File: config.mk
export PLATFORM = sky130hd
export DESIGN_NAME = bqpc_front
export DESIGN_NICKNAME = d
export VERILOG_FILES = /design/src/bqpc_pkg.sv /design/src/bqpc_front.sv
export SDC_FILE = /design/constraint.sdc
export NUM_CORES = 1
export LEC_CHECK = 0
export BUFFER_PORTS_ARGS = -buffer_cell sky130_fd_sc_hd__buf_2
export CORE_ASPECT_RATIO = 1.75
export CORE_MARGIN = 10
export CORE_UTILIZATION = 45
export DETAILED_ROUTE_END_ITERATION = 6
export PLACE_DENSITY = 0.74
export SYNTH_ARGS = -nofsm -noshare
export SYNTH_HDL_FRONTEND = slang
export SYNTH_SLANG_ARGS = --single-unit
File: constraint.sdc
create_clock -name clk -period 3.75 [get_ports clk]
set_input_delay 0.375 -clock clk [delete_from_list [all_inputs] [get_ports clk]]
set_output_delay 0.375 -clock clk [all_outputs]
set_load 0.1 [all_outputs]
File: src/bqpc_pkg.sv
`timescale 1ns / 1ps
package bqpc_pkg;

  localparam int CAP_W = 13;
  localparam int CNT_W = 7;
  localparam int BYTE_W = 8;
  localparam int CAP_MAX = (1 << CAP_W) - 1;
  localparam int FQ_DEPTH = 4;
  localparam int FQ_AW = 2;

  localparam logic REG_CAPACITY = 1'b0;

  typedef enum logic [1:0] {
    REQ_INSERT = 2'd0,
    REQ_PEEK   = 2'd1,
    REQ_GET    = 2'd2,
    REQ_REMOVE = 2'd3
  } req_t;

  typedef enum logic [1:0] {
    ST_OK       = 2'd0,
    ST_SHORT    = 2'd1,
    ST_OVERFLOW = 2'd2
  } status_t;

  typedef struct packed {
    req_t              req;
    logic [BYTE_W-1:0] data;
    logic [CNT_W-1:0]  count;
  } cmd_t;

  typedef struct packed {
    logic             clear;
    logic [CAP_W-1:0] capacity;
  } back_cfg_t;

  typedef struct packed {
    status_t           status;
    logic [BYTE_W-1:0] data;
    logic              byte_valid;
    logic              last;
    logic [CAP_W-1:0]  level;
  } res_t;

endpackage

File: src/bqpc_front.sv
`timescale 1ns / 1ps
module bqpc_front #(
  parameter int MAX_REQUEST = 64
) (
  input  logic          clk,
  input  logic          rst,
  input  logic          s_tvalid,
  output logic          s_tready,
  input  logic [15:0]   s_tdata,   // byte_in[7:0], count[14:8], zero[15]
  input  logic [1:0]    s_tuser,   // req_type[1:0]
  output logic          cmd_valid,
  input  logic          cmd_ready,
  output bqpc_pkg::cmd_t cmd
);
  import bqpc_pkg::*;

  cmd_t             q [FQ_DEPTH];
  logic [FQ_AW-1:0] wr_ptr;
  logic [FQ_AW-1:0] rd_ptr;
  logic [FQ_AW:0]   fill;
  logic             push;
  logic             pop;
  cmd_t             cls;
  logic [CNT_W-1:0] raw_count;

  // decode and saturate the request count
  always_comb begin
    raw_count = s_tdata[14:8];
    cls.req = req_t'(s_tuser);
    cls.data = s_tdata[7:0];
    if (32'(raw_count) > MAX_REQUEST) begin
      cls.count = CNT_W'(MAX_REQUEST);
    end else begin
      cls.count = raw_count;
    end
  end

  assign s_tready = (fill != (FQ_AW + 1)'(FQ_DEPTH));
  assign cmd_valid = (fill != '0);
  assign push = s_tvalid && s_tready;
  assign pop = cmd_valid && cmd_ready;
  assign cmd = q[rd_ptr];

  always_ff @(posedge clk) begin
    if (push) begin
      q[wr_ptr] <= cls;
    end
  end

  always_ff @(posedge clk) begin
    if (rst) begin
      wr_ptr <= '0;
      rd_ptr <= '0;
      fill <= '0;
    end else begin
      if (push) begin
        wr_ptr <= wr_ptr + 1'b1;
      end
      if (pop) begin
        rd_ptr <= rd_ptr + 1'b1;
      end
      if (push && !pop) begin
        fill <= fill + 1'b1;
      end else if (pop && !push) begin
        fill <= fill - 1'b1;
      end
    end
  end

endmodule

==> key figures, run 1 <==
Synthesis
  – Area leader, netlist: edfxtp_1
  – Asr flop ratio synth: 0
  – Synth warn: 0
  – Synth cell types: 26
  – Post-synth EDFFs: 68
  – Syn_nets: 172
  – Commonest cells post-synth: 68 x edfxtp_1, 10 x mux4_2, 9 x dfxtp_1
  – Post-Synth Simple-Gate Area: 0.0411
  – Syn Inst Count: around 140
  – Sequential cell area fraction in the yosys report: 0.737
  – Count leader, synth: edfxtp_1
  – XOR/XNOR Fraction of Synth Area: 0.0116
  – Mapped cell area: approximately 0.003 mm2
  – Syn_area_per_cell: between 20 and 25 um2
  – Mux cell area share after synthesis: 0.146
  – Post-synth top area share: 0.677
  – Area contributors post-synth: edfxtp_1 68%, mux4_2 7.5%, mux4_1 6.1%
  – Synth Area in Compound Gates: 0.0166
  – Flops & latches, synth: just under 80
  – Synth Flop Type: edfxtp_1
  – Largest family of logic cells by synthesized area: multiplexers
  – Post-Synth Adder-Cell Area: 0.0274

Finish
  – Post-layout nets: between 200 and 250
  – P&R area growth vs syn: 18.6%
  – Share of cells above drive strength 1: 0.351
  – Non-filler cells, final: about 280
  – Design Area, Final: roughly 0.0036 mm2

Placement
  – Port Buf Inserts: 39
  – Final HPWL DP: 3280 um
  – Post-Place Setup Slack: between 1 and 1.5 ns
  – Routability Congestion: approximately 0.67
  – Placed insts: 260
  – Placed cell areas: around 0.0033 mm2

Worst setup path
  – Crit path DAT: ~2.3 ns
  – Worst reg2reg path depth: 8
  – Setup CP Type: flip-flop to output pin
  – CP endpoint kind: output pin
  – Register-to-register setup slack: ~1.6 ns
  – CP Max Fanout: 9
  – Worst R2R End: fill[2]$_SDFFE_PP0P_
  – WP data required: about 3.4 ns
  – CP startpoint kind: flip-flop
  – Worst r2r src: fill[0]$_SDFFE_PP0P_

Clock tree
  – Post-CTS sizing: 0
  – Clock Sinks: just under 80
  – Worst skew pair latency: approximately 0.32 ns
  – Setup Buffers After CTS: 0
  – Max Root-Sink Buffers: 2
  – H-tree levels: 3
  – CTS root buf: clkbuf_16
  – Clock buffer count from CTS: 9
  – Worst-path clk slew: ~0.060 ns
  – CTS tree: yes
  – Hold buffers post-CTS: 0

Detailed routing
  – Wire per inst: 17.7 um
  – First-iteration detailed-routing DRC count: 75
  – Antenna violation net count after detailed routing: 0
  – Via density per instance: 5.19
  – Post-route DRC: 0
  – Initial DRT Pass Iterations: 4
  – Final wirelength: ~4900 um
  – Vias: approximately 1400

Hold path
  – Worst hold stages: 1
  – Hold WC Path Type: primary input to flip-flop
  – Worst hold endpoint: q[2][8]$_DFFE_PP_
  – Hold Crit Start: s_tdata[1]

Floorplan
  – Initial Util: 0.461
  – Core area: 0.00654 mm2
  – Die area: ~0.011 mm2
  – Die Span Y: around 130 um
  – Die width: 81.9 um
  – Io pins: approximately 40
  – Row cnt: 39

Timing
  – Setup_tns: 0 ns
  – Post-Route Skew: 0.00537 ns
  – RSZ-0062 raised after global routing: false
  – Final Hold Fails: 0
  – Post-route worst setup slack: 1.10 ns
  – Post-layout minimum cycle time: about 2.6 ns
  – Slew @ Worst Pin: ~0.9 ns
  – Period utilisation layout: 0.706
  – # setup viols final: 0
  – Relative max-transition margin: 0.384
  – Fmax: around 380 MHz
  – Max Slew Vio Count: 0

Global routing
  – First-pass GRT wire length: about 8100 um
  – Vias in the first global route: ~1600
  – Largest net degree at the start of global routing: 18
  – GRT overflow: 0
  – Initial antenna violation count: 1
  – Global Route Usage Sum: 0.104

Status
  – Status: finished, final reports clean

Job
  – MaxCap Viol Count: 0
## worst max path at each step
stage	startpoint	end	slack, ns	depth (start not counted)
after floorplan	fill[0]$_SDFFE_PP0P_	fill[2]$_SDFFE_PP0P_	1.76	8
after global placement	flip-flop	cmd[16]	1.37	3
after detailed placement	flip-flop	cmd[16]	1.39	3
after CTS	flip-flop	cmd[16]	1.01	3
after global routing	flip-flop	cmd[16]	0.94	3
final	flip-flop	cmd[16]	1.10	3
## cell type report
type                       count  area, um2
fill                         535       2970
sequential                    77       2220
multi-input combinational     58        732
clock buffer                  10        229
timing repair buffer          40        203
tap                           82        103
clock inverter                 6       71.3
inverter                       3       11.3
antenna                        1       2.50
## routing by layer
metal / up-vias / global-route usage / share of wire
met5: - / 0 / 0
li1: 667 / - / -
met1: 722 / 0.109 / 0.37
met4: 0 / 0.0503 / 0.020
met2: 41 / 0.172 / 0.52
met3: 9 / 0.0435 / 0.088
## cells in the final DEF (no fill, tap or decap), types with 2 or more instances in the layout
| cell | instances |
|---|---|
| or3_1 | 2 |
| xor2_1 | 4 |
| clkbuf_16 | 9 |
| mux4_2 | 10 |
| clkinvlp_4 | 2 |
| inv_6 | 2 |
| buf_2 | 39 |
| mux4_1 | 7 |
| and2_1 | 4 |
| nor2_1 | 7 |
| nor2b_1 | 6 |
| ha_1 | 5 |
| mux2i_1 | 2 |
| edfxtp_1 | 68 |
| nand2b_1 | 2 |
| dfxtp_1 | 9 |
| inv_1 | 3 |
## logic make-up (layout without fill, tap and decap cells)
group / count (synthesis) / after routing
buf+inv: 9 / 59
fa+ha+maj: 6 / 6
flops: 77 / 77
simple gates: 23 / 23
xor+xnor: 4 / 4
other cells: 0 / 1
mux: 20 / 20
compound gates: 5 / 5
## flip-flops by register name, summed over array words and instances, names as in the netlist, named ones only
name and count:
q 68, fill 3, rd_ptr 2, wr_ptr 2
## metrics by stage
step	hold slack [ns]	util
final	0.260	0.546
after global routing	0.262	0.546
after CTS	0.252	0.546
after global placement	0.501	0.500
after floorplan	0.474	-
after detailed placement	0.514	0.500
## critical path, stage by stage, from the launching register on
cell     delay (ns)
dfxtp_1        0.71
buf_4          0.33
mux4_1         0.59
buf_2          0.32
Power of run 1 is not shown: default switching activity piles up to over one toggle a cycle in this logic, so the estimate is an artifact.
==> run 2, diff against run 1 <==
ABC_AREA = 1   (was default)
clock period = 2.7 ns   (was 3.75 ns; I/O delays follow)
==> key figures, run 2 <==
Detailed routing
  – Wire per inst: 15.8 um (-11%)
  – Wire length on met3: 258 um (-40%)
  – Max Used Layer: met4
  – Post-route DRC: 0 (unchanged)
  – Final wirelength: 6110 um (+24%)
  – Initial DRT Pass Iterations: 6 (+2)
  – Vias: 1989 (+38%)
  – First-iteration detailed-routing DRC count: 171 (+130%)
  – Antenna violation net count after detailed routing: 0 (unchanged)
  – Via density per instance: 5.14 (-1.1%)
  – Met2 wire length: 3390 um (+32%)
  – Metal1 wirelength: 2310 um (+28%)

Worst setup path
  – CP Capture Point: cmd[2]
  – CP Max Fanout: 15 (+6)
  – Critical path buffer and inverter count: 2 (unchanged)
  – Crit path max-delay family: buffers and inverters
  – CP Cell Sequence: buf_4, o21ai_0, o22ai_1, buf_2
  – Worst path max stage delay: 0.70 ns (about the same)
  – CP endpoint kind: output pin
  – Worst reg2reg path depth: 9 (+1)
  – Slowest CP cell: dfxtp_1
  – Setup CP Type: flip-flop to output pin
  – WP data required: 2.43 ns (-0.95 ns)
  – Register-to-register setup slack: 0.86 ns (-0.75 ns)
  – CP startpoint kind: flip-flop
  – Worst R2R End: fill[1]$_SDFFE_PP0P_
  – Crit path DAT: 2.09 ns (-0.18 ns)
  – Crit path depth: 4 (+1)
  – Worst r2r src: fill[0]$_SDFFE_PP0P_

Timing
  – Fmax: about 420 MHz
  – Post-Route Skew: 0.00386 ns (-0.00151 ns)
  – Post-layout minimum cycle time: 2.36 ns
  – Final Hold Fails: 0 (unchanged)
  – Slew @ Worst Pin: 0.606 ns (-0.318 ns)
  – Max Slew Vio Count: 0 (unchanged)
  – # setup viols final: 0 (unchanged)
  – RSZ-0062 raised after global routing: false
  – Period utilisation layout: 0.875
  – Setup_tns: 0 ns (unchanged)
  – Final hold slack: 0.137 ns (-0.123 ns)
  – Relative max-transition margin: 0.596 (+0.212)

Clock tree
  – H-tree levels: 3 (unchanged)
  – Clock buffer count from CTS: 9 (unchanged)
  – Max Root-Sink Buffers: 2 (unchanged)
  – Worst-path clk slew: 0.05 ns (about the same)
  – CTS tree: yes
  – Post-CTS sizing: 0 (unchanged)
  – Hold buffers post-CTS: 0 (unchanged)
  – Clock Sinks: 77 (unchanged)
  – Worst skew pair latency: 0.34 ns (+0.02 ns)
  – CTS root buf: clkbuf_16
  – Setup Buffers After CTS: 0 (unchanged)

Power
  – Pwr per Cell Area: ~1300 mW/mm2
  – Pint: roughly 2.7 mW
  – Clock share of power: 0.281
  – Register share of total power: 0.326
  – Leak: roughly 1.5 nW
  – Maximum vdd ir drop: between 0.001 and 0.0015 V
  – Gate power share: 0.393
  – Switch share: 0.433
  – Psw: about 2.1 mW

Global routing
  – Global Route Usage Sum: 0.113 (+0.00919)
  – GRT overflow: 0 (unchanged)
  – Vias in the first global route: 2058 (+31%)
  – First-pass GRT wire length: 9590 um (+18%)
  – Largest net degree at the start of global routing: 35 (+17)
  – Initial antenna violation count: 0 (-1)

Synthesis
  – Syn Inst Count: 247 (+72%)
  – Area leader, netlist: edfxtp_1
  – Post-synth top area share: 0.644 (-0.0334)
  – Area contributors post-synth: edfxtp_1 64%, nor2_1 6.2%, dfxtp_1 5.7%
  – Syn_nets: 275 (+60%)
  – Mapped cell area: 0.00317 mm2 (+5.2%)
  – Asr flop ratio synth: 0 (unchanged)
  – Post-synth EDFFs: 68 (unchanged)
  – Synth warn: 0 (unchanged)
  – Synth cell types: 25 (-3.8%)
  – Synth Flop Type: edfxtp_1
  – Flops & latches, synth: 77 (unchanged)
  – Commonest cells post-synth: 68 x edfxtp_1, 52 x nor2_1, 18 x inv_1
  – Count leader, synth: edfxtp_1
  – Syn_area_per_cell: 12.8 um2 (-39%)
  – Sequential cell area fraction in the yosys report: 0.701 (-0.0364)

Finish
  – Post-layout nets: 326 (+50%)
  – Most frequent cells in the layout: 68 x edfxtp_1, 52 x nor2_1, 39 x buf_2
  – P&R area growth vs syn: 20.2%
  – Commonest non-fill, non-tap cell in the layout: edfxtp_1
  – Filler instances: 564 (+5.4%)
  – Number of diodes: 0 (-1)
  – Reg with most FFs: q
  – Design Area, Final: 0.00381 mm2 (+6.7%)
  – Largest register FFs: 68 (unchanged)
  – Largest regs: q (68), fill (3)
  – Share of cells above drive strength 1: 0.294 (-0.0568)

Hold path
  – Hold WC Path Type: primary input to flip-flop

Placement
  – Routability Congestion: 0.741 (+10%)
  – Final HPWL DP: 4060 um (+24%)
  – Port Buf Inserts: 39 (unchanged)
  – Placed cell areas: 0.00347 mm2 (+6.2%)

Floorplan
  – Row cnt: 40 (+2.6%)
  – Die width: 83.5 um (+1.9%)
  – Die Span Y: 131 um (+2.2%)
  – Io pins: 41 (unchanged)
  – Core area: 0.00686 mm2 (+4.9%)
  – Initial Util: 0.462 (+0.00144)
  – Die area: 0.0109 mm2 (+4.1%)

Status
  – Status: finished, final reports clean

Job
  – MaxCap Viol Count: 0 (unchanged)
## run 2: cell types whose count changed in the layout (fill, tap and decap cells not counted), moves of 12 or more
| cell | delta |
|---|---|
| o21ai_1 | +13 |
| inv_1 | +15 |
| nor2_1 | +45 |
| o21ai_0 | +12 |
## run 2: worst min-delay path by stage
stage | from | cells after the start | endpoint | slack (ns)
floorplan | rst | 1 | flip-flop | 0.34
global placement | s_tdata[0] | 1 | q[2][7]$_DFFE_PP_ | 0.48
detailed placement | rst | 2 | rd_ptr[0]$_SDFFE_PP0P_ | 0.49
CTS | rst | 2 | rd_ptr[0]$_SDFFE_PP0P_ | 0.13
global route | rst | 2 | rd_ptr[0]$_SDFFE_PP0P_ | 0.14
finish | rst | 2 | rd_ptr[0]$_SDFFE_PP0P_ | 0.14
## run 2: layout make-up
| type | count | area [um2] | area share |
|---|---|---|---|
| well taps | 84 | 105 | 0.0276 |
| clock buffers | 9 | 225 | 0.0591 |
| flip-flops and latches | 77 | 2220 | 0.583 |
| clock inverters | 7 | 114 | 0.0299 |
| multi-input cells | 139 | 785 | 0.206 |
| repair buffers | 50 | 278 | 0.0729 |
| inverters | 21 | 83.8 | 0.0220 |
## run 2: routing by layer
layer,vias to the layer above,track usage
li1,974,-
met1,952,0.107
met2,52,0.204
met3,11,0.0316
met4,0,0.0851
met5,-,0
## run 2: power by group through the flow
stage / Clock [mW] / Combinational (mW) / Sequential, mW
after floorplan: 0 / 1.62 / 1.54
after global placement: 0 / 1.87 / 1.57
after detailed placement: 0 / 1.89 / 1.57
after CTS: 1.35 / 1.89 / 1.55
after global routing: 1.39 / 1.99 / 1.57
final: 1.34 / 1.87 / 1.55
## run 2: worst register-to-register path, stage by stage, from the launching register on
cell and delay, ns:
dfxtp_1 0.35, nor2_2 0.17, nand2_2 0.10, nand2_2 0.13, inv_2 0.06, ha_1 0.21
inv_1 0.08, fa_1 0.41, o21ai_0 0.17, nor2_1 0.05
## run 2: through the flow
step | std cells | util | total power, mW | setup WS, ns
2_1_floorplan | 247 | - | 3.16 | 0.247
3_3_place_gp | 371 | 0.507 | 3.43 | 0.726
3_5_place_dp | 371 | 0.507 | 3.46 | 0.699
4_1_cts | 387 | 0.556 | 4.80 | 0.317
5_1_grt | 387 | 0.556 | 4.96 | 0.172
6_report | 387 | 0.556 | 4.77 | 0.339
## run 2: logic make-up after synthesis
logic type / after synthesis / synth area share
AOI/OAI and AO/OA: 59 / 0.126
DFF: 77 / 0.701
buffers and inverters: 31 / 0.0517
and+or+nand+nor: 74 / 0.0951
adders and majority gates: 6 / 0.0260
Note: power is estimated with default switching activity, not from simulation.
==> run 3, diff against run 2 <==
BUFFER_PORTS_ARGS = default   (was -buffer_cell sky130_fd_sc_hd__buf_2)
DONT_BUFFER_PORTS = 1   (was default)
PLACE_DENSITY = 0.69   (was 0.74)
==> key figures, run 3 (synthesis gave the netlist of run 2 again) <==
Status
  – Status: finished, final reports clean

Placement
  – Port Buf Inserts: 0 (-100%)
  – Post-Place Setup Slack: 0.835 ns (+0.136 ns)
  – Placed cell areas: 0.00345 mm2 (-0.58%)
  – Final HPWL DP: 4000 um (-1.5%)
  – Routability Congestion: 0.703 (-5.2%)

Detailed routing
  – Post-route DRC: 0 (unchanged)
  – Wire per inst: 16.5 um (+4.3%)
  – First-iteration detailed-routing DRC count: 122 (-29%)
  – Final wirelength: 5980 um (-2.2%)
  – Initial DRT Pass Iterations: 4 (-2)
  – Antenna violation net count after detailed routing: 0 (unchanged)
  – Via density per instance: 5.27 (+2.6%)
  – Vias: 1914 (-3.8%)

Clock tree
  – CTS root buf: clkbuf_16
  – Clock Sinks: 77 (unchanged)
  – Max Root-Sink Buffers: 2 (unchanged)
  – Worst skew pair latency: 0.33 ns (about the same)
  – H-tree levels: 3 (unchanged)
  – Worst-path clk slew: 0.05 ns (about the same)
  – Setup Buffers After CTS: 0 (unchanged)
  – CTS tree: yes
  – Clock buffer count from CTS: 9 (unchanged)

Worst setup path
  – CP endpoint kind: output pin
  – CP Max Fanout: 14 (-1)
  – CP startpoint kind: flip-flop
  – WP data required: 2.43 ns (about the same)
  – CP dominant cell by count: buf_4
  – Worst path max stage delay: 0.61 ns (-0.09 ns)
  – Slowest CP cell: dfxtp_1
  – CP Cell Sequence: buf_4, o21ai_0, o22ai_2, buf_4
  – Crit path DAT: 1.89 ns (-0.20 ns)
  – Setup CP Type: flip-flop to output pin

Finish
  – Largest regs: q (68), fill (3)
  – Design Area, Final: 0.00377 mm2 (-1.1%)
  – Share of cells above drive strength 1: 0.265 (-0.0285)
  – P&R area growth vs syn: 18.9%
  – Commonest non-fill, non-tap cell in the layout: edfxtp_1
  – Largest register FFs: 68 (unchanged)
  – Number of diodes: 0 (unchanged)
  – Multi-input logic area: 847 um2 (+8.0%)
  – Sequential cell area: 0.00222 mm2 (unchanged)
  – Most frequent cells in the layout: 68 x edfxtp_1, 52 x nor2_1, 26 x buf_4
  – Post-layout nets: 303 (-7.1%)
  – Filler instances: 528 (-6.4%)
  – Reg with most FFs: q

Timing
  – Post-route worst setup slack: 0.537 ns (+0.198 ns)
  – # setup viols final: 0 (unchanged)
  – Fmax: 462 MHz (+9.2%)
  – Period utilisation layout: 0.801 (-0.0735)
  – Post-layout minimum cycle time: 2.16 ns (-0.198 ns)
  – Final Hold Fails: 0 (unchanged)
  – Relative max-transition margin: 0.680 (+0.0840)
  – RSZ-0062 raised after global routing: false
  – Slew @ Worst Pin: 0.480 ns (-0.126 ns)
  – Post-Route Skew: 0.00561 ns (+0.00175 ns)
  – Max Slew Vio Count: 0 (unchanged)
  – Setup_tns: 0 ns (unchanged)

Floorplan
  – Initial Util: 0.462 (unchanged)
  – Die width: 83.5 um (unchanged)
  – Row cnt: 40 (unchanged)
  – Io pins: 41 (unchanged)
  – Die area: 0.0109 mm2 (unchanged)
  – Die Span Y: 131 um (unchanged)
  – Core area: 0.00686 mm2 (unchanged)

Job
  – MaxCap Viol Count: 0 (unchanged)

Power
  – Design Power: 4.74 mW (-0.51%)
  – Pwr per Cell Area: 1260 mW/mm2 (+0.65%)
  – Maximum vdd ir drop: 0.00126 V (+25%)
  – Leak: 1.39 nW (-4.9%)

Global routing
  – Largest net degree at the start of global routing: 35 (unchanged)
  – Global Route Usage Sum: 0.114 (+0.000944)
  – First-pass GRT wire length: 9720 um (+1.4%)
  – Initial antenna violation count: 0 (unchanged)
  – GRT overflow: 0 (unchanged)
  – Vias in the first global route: 1982 (-3.7%)

Hold path
  – Hold WC Path Type: primary input to flip-flop
[run 3: layout make-up]
cell class              count  share of cell area
flip-flops and latches     77               0.590
well taps                  84              0.0279
multi-input cells         139               0.225
clock buffers              10              0.0608
repair buffers             27              0.0544
clock inverters             5              0.0203
inverters                  21              0.0222
[run 3: worst paths after layout]
path,endpoint,start,cells past startpoint,slack [ns]
hold / removal,flip-flop,rst,1,0.01
setup reg to reg,fill[1]$_SDFFE_PP0P_,fill[0]$_SDFFE_PP0P_,9,0.86
setup / recovery,cmd[13],flip-flop,4,0.54
hold reg to reg,rd_ptr[1]$_SDFFE_PP0P_,rd_ptr[1]$_SDFFE_PP0P_,2,0.50
[run 3: timing repair]
action                    in CTS  in global routing
hold buffers                   1                  0
gates resized for setup        0                  0
hold endpoints to repair       1                  0
[run 3: worst max-delay path, delay by kind of cell, from the launching register on]
kind,cells,cell delay [ns]
flops,1,0.61
buf+inv,2,0.60
compound gates,2,0.34
[run 3: per-stage QoR]
step / instances / hold WS [ns] / utilization
CTS: 363 / 0.00113 / 0.550
global placement: 347 / 0.341 / 0.504
detailed placement: 347 / 0.344 / 0.504
finish: 363 / 0.0110 / 0.550
global route: 363 / 0.00827 / 0.550
floorplan: 247 / 0.339 / -
[run 3: where the power goes]
part / leakage, nW / switching, mW / internal (mW)
registers: 0.702 / 0.0843 / 1.46
logic: 0.542 / 1.55 / 0.436
clock network: 0.146 / 0.419 / 0.798
[run 3: routing by layer]
metal	vias up	global-route usage	routed length (um)
li1	925	-	-
met1	936	0.107	2200
met2	43	0.213	3310
met3	10	0.0378	338
met4	0	0.0633	128
met5	-	0	0
